$ cat src/rtl/c8alu_pkg.sv
// Package: operation codes, branch conditions and status bit positions for the CPU8 execute stage.
package c8alu_pkg;

  typedef enum logic [4:0] {
    ACT_ORA    = 5'd0,
    ACT_AND    = 5'd1,
    ACT_EOR    = 5'd2,
    ACT_ADC    = 5'd3,
    ACT_SBC    = 5'd4,
    ACT_LDA    = 5'd5,
    ACT_CMP    = 5'd6,
    ACT_BIT    = 5'd7,
    ACT_INX    = 5'd8,
    ACT_INY    = 5'd9,
    ACT_DEX    = 5'd10,
    ACT_DEY    = 5'd11,
    ACT_TAX    = 5'd12,
    ACT_TXA    = 5'd13,
    ACT_TAY    = 5'd14,
    ACT_TYA    = 5'd15,
    ACT_TSX    = 5'd16,
    ACT_TXS    = 5'd17,
    ACT_SEC    = 5'd18,
    ACT_CLC    = 5'd19,
    ACT_SED    = 5'd20,
    ACT_CLD    = 5'd21,
    ACT_SEI    = 5'd22,
    ACT_CLI    = 5'd23,
    ACT_CLV    = 5'd24,
    ACT_BRANCH = 5'd25
  } act_t;

  typedef enum logic [2:0] {
    BR_CC = 3'd0,
    BR_CS = 3'd1,
    BR_EQ = 3'd2,
    BR_MI = 3'd3,
    BR_NE = 3'd4,
    BR_PL = 3'd5,
    BR_VC = 3'd6,
    BR_VS = 3'd7
  } br_cond_t;

  localparam int unsigned FLG_N = 7;
  localparam int unsigned FLG_V = 6;
  localparam int unsigned FLG_D = 3;
  localparam int unsigned FLG_I = 2;
  localparam int unsigned FLG_Z = 1;
  localparam int unsigned FLG_C = 0;

  localparam logic [7:0] SIGN_MASK = 8'h80;
  localparam logic [7:0] SP_RESET  = 8'hFF;

endpackage

$ cat src/rtl/c8alu_if.sv
// Interfaces: request and result channels of the CPU8 execute stage.
interface c8alu_in_if;
  logic       valid;
  logic       ready;
  logic [4:0] action;
  logic [7:0] operand;
  logic [2:0] branch_cond;

  modport source (output valid, action, operand, branch_cond, input ready);
  modport sink   (input valid, action, operand, branch_cond, output ready);
endinterface

interface c8alu_out_if;
  logic       valid;
  logic       ready;
  logic [7:0] acc_out;
  logic [7:0] x_out;
  logic [7:0] y_out;
  logic [7:0] sp_out;
  logic [7:0] status_out;
  logic       branch_taken;

  modport source (output valid, acc_out, x_out, y_out, sp_out, status_out, branch_taken,
                  input ready);
  modport sink   (input valid, acc_out, x_out, y_out, sp_out, status_out, branch_taken,
                  output ready);
endinterface

$ cat src/rtl/cpu8_alu_register_execute.sv
// Top level: register file, ALU and status flags of the CPU8 execute stage.
// A request is held in the input register, then executes into the result register.
// Throughput: one request per cycle while the output is not stalled; the two registers are
// separate stages, so an empty input register takes a new request while a result waits.
// The result register is the architectural register set, updated when a request executes.
// Reset (synchronous, rst_n low): A, X, Y, status cleared, SP = 0xFF, both stages empty.
module cpu8_alu_register_execute
  import c8alu_pkg::*;
(
  input  logic               clk,
  input  logic               rst_n,
  c8alu_in_if.sink           in_chan,
  c8alu_out_if.source        out_chan
);

  // input register
  logic       in_valid_r;
  act_t       act_r;
  logic [7:0] opnd_r;
  br_cond_t   cond_r;

  // architectural registers, shown directly as the result
  logic       out_valid_r;
  logic [7:0] acc_r, acc_nxt;
  logic [7:0] x_r, x_nxt;
  logic [7:0] y_r, y_nxt;
  logic [7:0] sp_r, sp_nxt;
  logic [7:0] status_r, status_nxt;
  logic       taken_r, taken_nxt;

  logic       advance;
  logic       in_ready;
  logic [7:0] m_eff;
  logic [8:0] sum9;
  logic [8:0] diff9;
  logic [7:0] nz_val;
  logic       nz_upd;

  assign advance  = in_valid_r && (!out_valid_r || out_chan.ready);
  assign in_ready = !in_valid_r || advance;
  assign in_chan.ready = in_ready;

  always_ff @(posedge clk) begin
    if (!rst_n) begin
      in_valid_r <= 1'b0;
    end else if (in_ready) begin
      in_valid_r <= in_chan.valid;
    end
    if (in_ready && in_chan.valid) begin
      act_r  <= act_t'(in_chan.action);
      opnd_r <= in_chan.operand;
      cond_r <= br_cond_t'(in_chan.branch_cond);
    end
  end

  // SBC runs through the same adder with the operand inverted
  assign m_eff = (act_r == ACT_SBC) ? ~opnd_r : opnd_r;
  assign sum9  = {1'b0, acc_r} + {1'b0, m_eff} + {8'd0, status_r[FLG_C]};
  assign diff9 = {1'b0, acc_r} - {1'b0, opnd_r};

  always_comb begin
    acc_nxt    = acc_r;
    x_nxt      = x_r;
    y_nxt      = y_r;
    sp_nxt     = sp_r;
    status_nxt = status_r;
    taken_nxt  = 1'b0;
    nz_val     = 8'd0;
    nz_upd     = 1'b0;
    unique case (act_r)
      ACT_ORA: begin acc_nxt = acc_r | opnd_r; nz_val = acc_nxt; nz_upd = 1'b1; end
      ACT_AND: begin acc_nxt = acc_r & opnd_r; nz_val = acc_nxt; nz_upd = 1'b1; end
      ACT_EOR: begin acc_nxt = acc_r ^ opnd_r; nz_val = acc_nxt; nz_upd = 1'b1; end
      ACT_ADC, ACT_SBC: begin
        acc_nxt           = sum9[7:0];
        status_nxt[FLG_C] = sum9[8];
        status_nxt[FLG_V] = |((acc_r ^ sum9[7:0]) & (m_eff ^ sum9[7:0]) & SIGN_MASK);
        nz_val            = sum9[7:0];
        nz_upd            = 1'b1;
      end
      ACT_LDA: begin acc_nxt = opnd_r; nz_val = opnd_r; nz_upd = 1'b1; end
      ACT_CMP: begin
        status_nxt[FLG_C] = !diff9[8];
        nz_val            = diff9[7:0];
        nz_upd            = 1'b1;
      end
      ACT_BIT: begin
        status_nxt[FLG_Z] = ((acc_r & opnd_r) == 8'd0);
        status_nxt[FLG_N] = opnd_r[7];
        status_nxt[FLG_V] = opnd_r[6];
      end
      ACT_INX: begin x_nxt = x_r + 8'd1; nz_val = x_nxt; nz_upd = 1'b1; end
      ACT_INY: begin y_nxt = y_r + 8'd1; nz_val = y_nxt; nz_upd = 1'b1; end
      ACT_DEX: begin x_nxt = x_r - 8'd1; nz_val = x_nxt; nz_upd = 1'b1; end
      ACT_DEY: begin y_nxt = y_r - 8'd1; nz_val = y_nxt; nz_upd = 1'b1; end
      ACT_TAX: begin x_nxt = acc_r; nz_val = acc_r; nz_upd = 1'b1; end
      ACT_TXA: begin acc_nxt = x_r; nz_val = x_r; nz_upd = 1'b1; end
      ACT_TAY: begin y_nxt = acc_r; nz_val = acc_r; nz_upd = 1'b1; end
      ACT_TYA: begin acc_nxt = y_r; nz_val = y_r; nz_upd = 1'b1; end
      ACT_TSX: begin x_nxt = sp_r; nz_val = sp_r; nz_upd = 1'b1; end
      ACT_TXS: sp_nxt = x_r;
      ACT_SEC: status_nxt[FLG_C] = 1'b1;
      ACT_CLC: status_nxt[FLG_C] = 1'b0;
      ACT_SED: status_nxt[FLG_D] = 1'b1;
      ACT_CLD: status_nxt[FLG_D] = 1'b0;
      ACT_SEI: status_nxt[FLG_I] = 1'b1;
      ACT_CLI: status_nxt[FLG_I] = 1'b0;
      ACT_CLV: status_nxt[FLG_V] = 1'b0;
      ACT_BRANCH: begin
        case (cond_r)
          BR_CC:   taken_nxt = !status_r[FLG_C];
          BR_CS:   taken_nxt = status_r[FLG_C];
          BR_EQ:   taken_nxt = status_r[FLG_Z];
          BR_MI:   taken_nxt = status_r[FLG_N];
          BR_NE:   taken_nxt = !status_r[FLG_Z];
          BR_PL:   taken_nxt = !status_r[FLG_N];
          BR_VC:   taken_nxt = !status_r[FLG_V];
          default: taken_nxt = status_r[FLG_V];
        endcase
      end
      default: ; // unassigned codes leave everything as is
    endcase
    if (nz_upd) begin
      status_nxt[FLG_N] = nz_val[7];
      status_nxt[FLG_Z] = (nz_val == 8'd0);
    end
  end

  always_ff @(posedge clk) begin
    if (!rst_n) begin
      out_valid_r <= 1'b0;
      acc_r       <= 8'd0;
      x_r         <= 8'd0;
      y_r         <= 8'd0;
      sp_r        <= SP_RESET;
      status_r    <= 8'd0;
      taken_r     <= 1'b0;
    end else begin
      if (advance) begin
        out_valid_r <= 1'b1;
        acc_r       <= acc_nxt;
        x_r         <= x_nxt;
        y_r         <= y_nxt;
        sp_r        <= sp_nxt;
        status_r    <= status_nxt;
        taken_r     <= taken_nxt;
      end else if (out_chan.ready) begin
        out_valid_r <= 1'b0;
      end
    end
  end

  assign out_chan.valid        = out_valid_r;
  assign out_chan.acc_out      = acc_r;
  assign out_chan.x_out        = x_r;
  assign out_chan.y_out        = y_r;
  assign out_chan.sp_out       = sp_r;
  assign out_chan.status_out   = status_r;
  assign out_chan.branch_taken = taken_r;

`ifndef SYNTHESIS
  a_txs_keeps_flags: assert property (@(posedge clk) disable iff (!rst_n)
    advance && act_r == ACT_TXS |=> status_r == $past(status_r))
    else $error("TXS changed the status register");

  a_unused_flags_zero: assert property (@(posedge clk) disable iff (!rst_n)
    status_r[5:4] == 2'b00)
    else $error("status bits 5 and 4 not zero");

  a_taken_only_branch: assert property (@(posedge clk) disable iff (!rst_n)
    advance && act_r != ACT_BRANCH |=> !taken_r)
    else $error("branch_taken set by a non-branch request");

  a_hold_when_stalled: assert property (@(posedge clk) disable iff (!rst_n)
    out_valid_r && !out_chan.ready |=> $stable(acc_r) && $stable(status_r) && $stable(sp_r))
    else $error("register set changed while a result was stalled");

  a_full_input_blocks: assert property (@(posedge clk) disable iff (!rst_n)
    in_valid_r && !advance |-> !in_ready)
    else $error("request taken while the input register was held");
`endif

endmodule

$ cat src/flat_wrapper.sv
// flat-port wrapper written by rule: the top's interface ports become plain ports
module cpu8_alu_register_execute_flat import c8alu_pkg::*;
  (clk, rst_n, in_chan_valid, in_chan_action, in_chan_operand, in_chan_branch_cond, in_chan_ready, out_chan_valid, out_chan_acc_out, out_chan_x_out, out_chan_y_out, out_chan_sp_out, out_chan_status_out, out_chan_branch_taken, out_chan_ready);
  c8alu_in_if in_chan_i ();
  c8alu_out_if out_chan_i ();
  input  logic clk;
  input  logic rst_n;
  input wire logic [$bits(in_chan_i.valid)-1:0] in_chan_valid;
  input wire logic [$bits(in_chan_i.action)-1:0] in_chan_action;
  input wire logic [$bits(in_chan_i.operand)-1:0] in_chan_operand;
  input wire logic [$bits(in_chan_i.branch_cond)-1:0] in_chan_branch_cond;
  output wire logic [$bits(in_chan_i.ready)-1:0] in_chan_ready;
  output wire logic [$bits(out_chan_i.valid)-1:0] out_chan_valid;
  output wire logic [$bits(out_chan_i.acc_out)-1:0] out_chan_acc_out;
  output wire logic [$bits(out_chan_i.x_out)-1:0] out_chan_x_out;
  output wire logic [$bits(out_chan_i.y_out)-1:0] out_chan_y_out;
  output wire logic [$bits(out_chan_i.sp_out)-1:0] out_chan_sp_out;
  output wire logic [$bits(out_chan_i.status_out)-1:0] out_chan_status_out;
  output wire logic [$bits(out_chan_i.branch_taken)-1:0] out_chan_branch_taken;
  input wire logic [$bits(out_chan_i.ready)-1:0] out_chan_ready;
  assign in_chan_i.valid = in_chan_valid;
  assign in_chan_i.action = in_chan_action;
  assign in_chan_i.operand = in_chan_operand;
  assign in_chan_i.branch_cond = in_chan_branch_cond;
  assign in_chan_ready = in_chan_i.ready;
  assign out_chan_valid = out_chan_i.valid;
  assign out_chan_acc_out = out_chan_i.acc_out;
  assign out_chan_x_out = out_chan_i.x_out;
  assign out_chan_y_out = out_chan_i.y_out;
  assign out_chan_sp_out = out_chan_i.sp_out;
  assign out_chan_status_out = out_chan_i.status_out;
  assign out_chan_branch_taken = out_chan_i.branch_taken;
  assign out_chan_i.ready = out_chan_ready;
  cpu8_alu_register_execute u_core (.clk(clk), .rst_n(rst_n), .in_chan(in_chan_i), .out_chan(out_chan_i));
endmodule
$ cat config.mk
export PLATFORM = sky130hd
export DESIGN_NAME = cpu8_alu_register_execute_flat
export DESIGN_NICKNAME = d
export VERILOG_FILES = /design/src/rtl/c8alu_pkg.sv /design/src/rtl/c8alu_if.sv /design/src/rtl/cpu8_alu_register_execute.sv /design/src/flat_wrapper.sv
export SDC_FILE = /design/constraint.sdc
export NUM_CORES = 1
export LEC_CHECK = 0
export BUFFER_PORTS_ARGS = -buffer_cell sky130_fd_sc_hd__buf_2
export CORE_ASPECT_RATIO = 1.25
export CORE_MARGIN = 4
export CORE_UTILIZATION = 55
export DETAILED_ROUTE_END_ITERATION = 10
export GPL_TIMING_DRIVEN = 0
export PLACE_DENSITY = 0.76
export SYNTH_ARGS = -nofsm -noshare
export SYNTH_HDL_FRONTEND = slang
export SYNTH_SLANG_ARGS = --single-unit
$ cat constraint.sdc
create_clock -name clk -period 3.85 [get_ports clk]
set_clock_uncertainty 0.1 [all_clocks]
set_input_delay 0.5775 -clock clk [delete_from_list [all_inputs] [get_ports clk]]
set_output_delay 0.5775 -clock clk [all_outputs]
set_load 0.01 [all_outputs]
==> key figures, run 1 <==
Floorplanning
  • Row cnt: 38
  • DIE HEIGHT: 115 um
  • Die ar.: between 10000 and 15000 um^2
  • I/O pin cnt: 63
  • Starting Density: 0.570
  • Die Wd: 93.4 um
  • Core footprint: 8800 um^2

Routing
  • Initial drt markers: 355
  • DRC: 0
  • Vias: roughly 5.3k
  • Vias per cell: 6.42
  • Routed WL per cell: around 21 um
  • Final antenna-violating net count: 0
  • Drt pass-1 iters: 5
  • Total Routed Length: 17400 um

Power and ir drop
  • Clock power share: 0.358
  • Switching Share: 0.307
  • Power per Cell Area: 274 nW/um^2
  • Comb pwr share: 0.214
  • Internal power component: approximately 1.1 mW
  • NetSw: 482 uW
  • Sequential Power Share: 0.428
  • Static Leakage: 2.37 nW
  • VDD IR max: 0.253 mV

Timing
  • Hold slack final: 0.302 ns
  • Fmax: about 0.27 GHz
  • Pins over their slew limit: 0
  • Setup_tns: 0 ns
  • Period utilization: 0.961
  • Final Setup Violations: 0
  • Slew @ Worst Pin: 0.770 ns
  • Tmin final: 3.70 ns
  • Slew HR: 0.487
  • Final Hold Fails: 0

Layout
  • Most frequent cells in the layout: 68 x buf_2, 59 x nand2_1, 41 x a21oi_1, 41 x dfxtp_1, 40 x nor2_1
  • Layout cells sized above 1: 0.188
  • Fin nets: 754
  • Commonest non-fill, non-tap cell in the layout: buf_2
  • N_diodes: 0
  • Post-Layout Cell Count: 821
  • Final core occ: 0.651
  • Area grow syn2layout: 14.2%
  • # fillers: 799

Setup path
  • CP Buf/Inv Count: 3
  • Crit path max-delay family: compound AO/OA/AOI/OAI gates
  • WS Path Type: flip-flop to flip-flop
  • Arrival time at the worst endpoint: 3.89 ns
  • Startpoint types: flip-flop
  • Worst path cell trace: buf_6 > inv_1 > nor3_4 > nand2_4 > xnor2_2 > fa_1 > inv_1 > fa_1 > a21o_1 > a21oi_2 > o21bai_1 > a21oi_2 > xor2_2 > o211ai_1 > nor4_2 > a32o_1
  • Crit. End Element: flip-flop
  • Worst path slowest cell: edfxtp_1
  • Critical path fanouts, max: 10
  • Required time of the critical path: 4.04 ns
  • Crit-path max cell delay: 0.43 ns

Placed design
  • Cells after DPL: 802
  • Placer Congestion: 1.03
  • IO Port Bufs: 59
  • Post-DP HPWL: 13300 um

Clocking
  • Clock latency on the worst-skew pair: 0.34 ns
  • CTS Buf Count: 9
  • TritonCTS clock tree: done
  • CTS root buffer: clkbuf_8
  • Num Clock Sinks: 57
  • Hold_buf cts: 0
  • Clock transition at path regs: 0.07 ns
  • CTS H-Tree Depth: 3
  • Clk buf depth: 2

Synthesis
  • Synth Cell Area: 5020 um^2
  • Mean area per synthesized cell: about 8 um^2
  • Yosys cell types: 80
  • Sequential share of the synthesized area: 0.259
  • Top FF cell, synth: dfxtp_1
  • Synth Warn #: 0
  • Synth Register Bits: 57
  • Post-synth EDFFs: 16
  • Syn Inst Count: approximately 620
  • Post-synth ARST share: 0

GRT
  • Met3 Use GR: 0.0517
  • Initial antenna violation count: 0
  • Total gr overflow: 0
  • Number of global-route vias before repair: between 5k and 6k
  • Grt met2 use: 0.552
  • Met1 usage: 0.407
  • Largest net degree at the start of global routing: 17
  • Global-route wire length before repair: 27500 um
  • Most Crowded Layer GR: met2
  • GRT Overall Usage: 0.330

Hold path
  • Min-delay worst type: primary input to flip-flop

Flow run
  • Max-cap violations: 0

Run status
  • Status: complete, no violations
## synthesized netlist by cell type, types with 4 or more instances
cell type	n	area, um^2
o21ai_0	33	165
a211oi_1	5	37.5
buf_2	9	45.0
a31oi_1	5	31.3
a221oi_1	9	78.8
o311ai_0	4	35.0
or4_1	4	30.0
o211ai_1	9	67.6
nand2_1	59	221
nor3_1	15	75.1
edfxtp_1	16	480
and2_1	7	43.8
nor4_1	8	50.1
nand2b_1	6	37.5
xnor2_1	24	210
or3b_2	4	35.0
a21oi_1	43	215
nor2_1	41	154
nand3_1	20	100
a22oi_1	7	52.6
clkbuf_1	18	67.6
dfxtp_1	41	821
and3_1	7	43.8
o21a_1	6	45.0
o31ai_1	6	45.0
nor2_2	5	31.3
nor2b_1	16	100
ha_1	35	438
inv_1	35	131
xor2_1	9	78.8
mux2i_1	10	100
buf_4	5	37.5
nand4_1	8	50.1
or3_1	7	43.8
nor3b_1	4	30.0
o22ai_1	4	25.0
a32oi_1	9	78.8
## sequential cells by signal (all words and copies together) (netlist names)
signal and count:
u_core.opnd_r 8, u_core.in_valid_r 1, u_core.cond_r 3, u_core.act_r 5, u_core.out_chan.sp_out 8, u_core.out_chan.x_out 8, u_core.out_chan.y_out 8, u_core.out_chan.valid 1
u_core.out_chan.status_out 6, u_core.out_chan.acc_out 8, u_core.out_chan.branch_taken 1
## kinds of logic (layout without fill, tap and decap cells)
group / count (synthesis) / in the layout / share of synthesized area
AO/OA/AOI/OAI: 182 / 182 / 0.255
XOR/XNOR: 34 / 34 / 0.0609
adder cells (fa/ha/maj): 38 / 38 / 0.0993
buffers and inverters: 72 / 150 / 0.0644
flip-flops: 57 / 57 / 0.259
multiplexers: 10 / 10 / 0.0200
other: 1 / 2 / 0.000748
AND/OR/NAND/NOR: 228 / 228 / 0.240
## what timing repair did
item                                    4_1_cts  5_1_grt
pin swaps                                     1        3
gates resized for setup                       6        4
setup buffers                                 1        2
endpoints found under the setup margin        4        3
cloned                                        0        0
## area by class of cell
class	count	area, um^2	area share
buffer	37	191	0.0334
clock buffer	13	149	0.0260
clock inverter	3	40.0	0.00699
inverter	35	131	0.0229
multi-input combinational	494	3450	0.602
sequential	57	1300	0.227
tap	120	150	0.0262
timing repair buffer	62	318	0.0555
## per-stage QoR
step | power, mW | setup WS (ns) | area [um^2]
after floorplan | 0.901 | 0.377 | 5020
after global placement | 0.994 | -0.482 | 5470
after detailed placement | 1.00 | -0.521 | 5470
after CTS | 1.56 | 0.0409 | 5690
after global routing | 1.63 | -0.0202 | 5730
final | 1.57 | 0.149 | 5730
## power groups by stage
stage          clock network, mW  logic (mW)  registers [mW]
2_1_floorplan                  0       0.225           0.675
3_3_place_gp                   0       0.311           0.683
3_5_place_dp                   0       0.319           0.684
4_1_cts                    0.566       0.325           0.671
5_1_grt                    0.590       0.364           0.674
6_report                   0.562       0.336           0.672
## final timing paths
check / slack [ns] / cells past startpoint / endpoint / start
max: 0.15 / 16 / u_core.out_chan.status_out[1]$_SDFFE_PN0P_ / u_core.act_r[2]$_DFFE_PP_
min: 0.30 / 1 / u_core.opnd_r[5]$_DFFE_PP_ / in_chan_operand[5]
max reg2reg: 0.15 / 16 / u_core.out_chan.status_out[1]$_SDFFE_PN0P_ / u_core.act_r[2]$_DFFE_PP_
min reg2reg: 0.38 / 2 / u_core.out_chan.status_out[2]$_SDFFE_PN0P_ / u_core.out_chan.status_out[2]$_SDFFE_PN0P_
## per-layer routing
layer / vias up / routed length (um)
met3: 67 / 1170
met4: 0 / 1000
met5: - / 0
li1: 2421 / -
met2: 298 / 8290
met1: 2482 / 6940
No activity file was read; power rests on OpenSTA's default activity.
==> run 2, diff against run 1 <==
Settings changed: ABC_AREA from default to 1.
==> key figures, run 2 <==
Hold path
  • Hold depth: 1 (unchanged)
  • Min-delay worst type: primary input to flip-flop
  • Worst Hold End: u_core.opnd_r[5]$_DFFE_PP_
  • Hold Startpoint: in_chan_operand[5]

Layout
  • Fin nets: 938 (+24%)
  • N_diodes: 0 (unchanged)
  • Commonest non-fill, non-tap cell in the layout: nand2_1
  • Final core occ: 0.648 (-0.00347)
  • Area grow syn2layout: 15.4%
  • Most frequent cells in the layout: 215 x nand2_1, 99 x nor2_1, 96 x inv_1
  • Layout cells sized above 1: 0.132 (-0.0561)

Power and ir drop
  • Static Leakage: 3.02 nW (+27%)
  • VDD IR max: 0.266 mV (+5.3%)
  • Total power: 1.87 mW (+19%)
  • Power per Cell Area: 316 nW/um^2 (+15%)

Floorplanning
  • Die ar.: 10900 um^2 (+1.9%)
  • Starting Density: 0.561 (-0.00905)
  • Row cnt: 39 (+2.6%)
  • Core footprint: 9130 um^2 (+3.7%)
  • DIE HEIGHT: 116 um (+0.97%)
  • Die Wd: 94.3 um (+0.95%)
  • I/O pin cnt: 63 (unchanged)

Setup path
  • Arrival time at the worst endpoint: 3.57 ns (-0.32 ns)
  • Startpoint types: flip-flop
  • Worst r2r dst: u_core.out_chan.status_out[1]$_SDFFE_PN0P_
  • Crit. End Element: flip-flop
  • Worst-case reg-to-reg path depth: 19 (+3)
  • FF-to-FF Start: u_core.act_r[1]$_DFFE_PP_
  • Required time of the critical path: 4.02 ns (-0.02 ns)
  • Worst R2R Setup Slack: 0.44 ns (+0.29 ns)
  • Critical path fanouts, max: 9 (-1)
  • WS Path Type: flip-flop to flip-flop

Synthesis
  • Mean area per synthesized cell: 6.34 um^2 (-21%)
  • Most common cell in the netlist: nand2_1
  • Post-Synth Simple-Gate Area: 0.366 (+0.125)
  • Sequential share of the synthesized area: 0.254 (-0.00532)
  • Post-synth ARST share: 0 (unchanged)
  • Largest family of logic cells by synthesized area: simple AND/OR/NAND/NOR gates
  • Post-synthesis mux area share: 0 (-0.0200)
  • Synth Area in Compound Gates: 0.162 (-0.0934)
  • Synth Cell Area: 5120 um^2 (+2.1%)
  • Synth top cells by count: 215 x nand2_1, 99 x nor2_1, 96 x inv_1
  • Post-synthesis adder-cell area fraction: 0.0972 (-0.00204)
  • Synth Warn #: 0 (unchanged)
  • Synth Register Bits: 57 (unchanged)
  • Synth top area cells: dfxtp_1 16%, nand2_1 16%, edfxtp_1 9.4%, ha_1 8.6%, nor2_1 7.3%
  • Yosys cell types: 47 (-41%)
  • Post-synth EDFFs: 16 (unchanged)
  • XOR/XNOR Fraction of Synth Area: 0.0205 (-0.0403)
  • Synth top area share: 0.160 (-0.00336)
  • Yosys top cell by area: dfxtp_1
  • Syn Inst Count: 808 (+30%)
  • Top FF cell, synth: dfxtp_1

Timing
  • Fmax: 0.293 GHz (+8.6%)
  • Pins over their slew limit: 0 (unchanged)
  • Slew HR: 0.502 (+0.0155)
  • Hold slack final: 0.311 ns (+0.00922 ns)
  • Period utilization: 0.885 (-0.0760)
  • Setup_tns: 0 ns (unchanged)
  • Tmin final: 3.41 ns (-0.293 ns)
  • RSZ-0062 raised after global routing: no
  • Slew @ Worst Pin: 0.747 ns (-0.0233 ns)
  • Final Hold Fails: 0 (unchanged)
  • Final Setup Violations: 0 (unchanged)

Clocking
  • CTS H-Tree Depth: 3 (unchanged)
  • Clk buf depth: 2 (unchanged)
  • CTS root buffer: clkbuf_16
  • Hold_buf cts: 0 (unchanged)
  • Clock latency on the worst-skew pair: 0.34 ns (about the same)
  • Clock transition at path regs: 0.06 ns (about the same)
  • TritonCTS clock tree: done
  • Num Clock Sinks: 57 (unchanged)
  • Setup bufs post-CTS: 0 (-1)
  • CTS Buf Count: 9 (unchanged)

Flow run
  • Max-cap violations: 0 (unchanged)

Routing
  • Vias per cell: 5.97 (-6.9%)
  • Routed WL per cell: 19.2 um (-9.2%)
  • Initial drt markers: 637 (+79%)
  • Vias: 6020 (+14%)
  • Total Routed Length: 19400 um (+11%)
  • Final antenna-violating net count: 0 (unchanged)
  • Drt pass-1 iters: 5 (unchanged)
  • DRC: 0 (unchanged)

Placed design
  • Placer Congestion: 1.02 (-0.95%)
  • IO Port Bufs: 60 (+1.7%)
  • Post-DP HPWL: 14900 um (+12%)

GRT
  • Initial antenna violation count: 0 (unchanged)
  • GRT Overall Usage: 0.367 (+0.0365)
  • Largest net degree at the start of global routing: 17 (unchanged)
  • Global-route wire length before repair: 30400 um (+11%)
  • Number of global-route vias before repair: 5720 (+10%)
  • Total gr overflow: 0 (unchanged)

Run status
  • Status: complete, no violations
-- run 2: cell count changes after synthesis, sizes merged, moves of 12 or more --
cell | previous run | this run
xnor2 | 25 | 0
clkbuf | 18 | 6
nor2b | 16 | 0
nand3 | 20 | 69
nand2 | 60 | 217
inv | 35 | 105
nor2 | 47 | 109
o21ai | 37 | 53
-- run 2: worst max path at each step --
| stage | start | to | slack, ns |
|---|---|---|---|
| floorplan | u_core.act_r[1]$_DFFE_PP_ | u_core.out_chan.acc_out[6]$_SDFFE_PN0P_ | 1.07 |
| global placement | u_core.act_r[1]$_DFFE_PP_ | u_core.out_chan.status_out[1]$_SDFFE_PN0P_ | 0.42 |
| detailed placement | u_core.act_r[1]$_DFFE_PP_ | u_core.out_chan.status_out[1]$_SDFFE_PN0P_ | 0.34 |
| CTS | u_core.act_r[1]$_DFFE_PP_ | u_core.out_chan.status_out[1]$_SDFFE_PN0P_ | 0.33 |
| global route | u_core.act_r[1]$_DFFE_PP_ | u_core.out_chan.status_out[1]$_SDFFE_PN0P_ | 0.15 |
| finish | u_core.act_r[1]$_DFFE_PP_ | u_core.out_chan.status_out[1]$_SDFFE_PN0P_ | 0.44 |
-- run 2: area by class of cell --
type	count	area [um^2]
Sequential cell	57	1300
Inverter	108	405
Clock buffer	13	282
Clock inverter	3	46.3
Buffer	18	108
Timing Repair Buffer	60	300
Multi-Input combinational cell	626	3320
Tap cell	123	154
Fill cell	859	3210
-- run 2: timing repair --
action,4_1_cts,5_1_grt
endpoints found under the setup margin,0,1
endpoints found under the hold margin,0,0
resized for setup,0,1
-- run 2: metrics by stage --
step	setup WS, ns	area, um^2	instances
finish	0.441	5910	1008
global route	0.150	5910	1008
CTS	0.326	5910	1008
detailed placement	0.344	5580	992
global placement	0.423	5580	992
floorplan	1.07	5120	809
-- run 2: cells by family after synthesis --
family	after synthesis
DFF	57
other	1
xor gates and xnor gates	12
AOI/OAI and AO/OA	142
and+or+nand+nor	432
buffers and inverters	126
adders and majority gates	38
-- run 2: report_power, final --
group	leakage, nW	total, mW	switching [mW]	internal (mW)
Clock	0.157	0.887	0.309	0.577
Sequential	0.488	0.669	0.0302	0.639
Combinational	2.37	0.313	0.212	0.101
Total	3.02	1.87	0.551	1.32
-- run 2: critical path, cell delays in order (launching register included) --
cell      delay, ns
edfxtp_1       0.54
nor2_4         0.33
nand3_1        0.14
buf_6          0.18
xor2_1         0.16
fa_1           0.37
inv_1          0.10
fa_1           0.18
nand2_1        0.08
nand2_1        0.13
nand3b_1       0.12
nand2_1        0.08
nand2_1        0.07
nand3_1        0.07
nand2_1        0.10
inv_1          0.08
nand3_1        0.07
nor2_1         0.16
nand3_1        0.12
a21oi_1        0.14
-- run 2: routing by layer --
layer  vias to the layer above  share of wire  track usage
met4                         0          0.056        0.199
met5                         -              0            0
met2                       389           0.48        0.626
met1                      2732           0.38        0.436
li1                       2816              -            -
met3                        83          0.081       0.0643
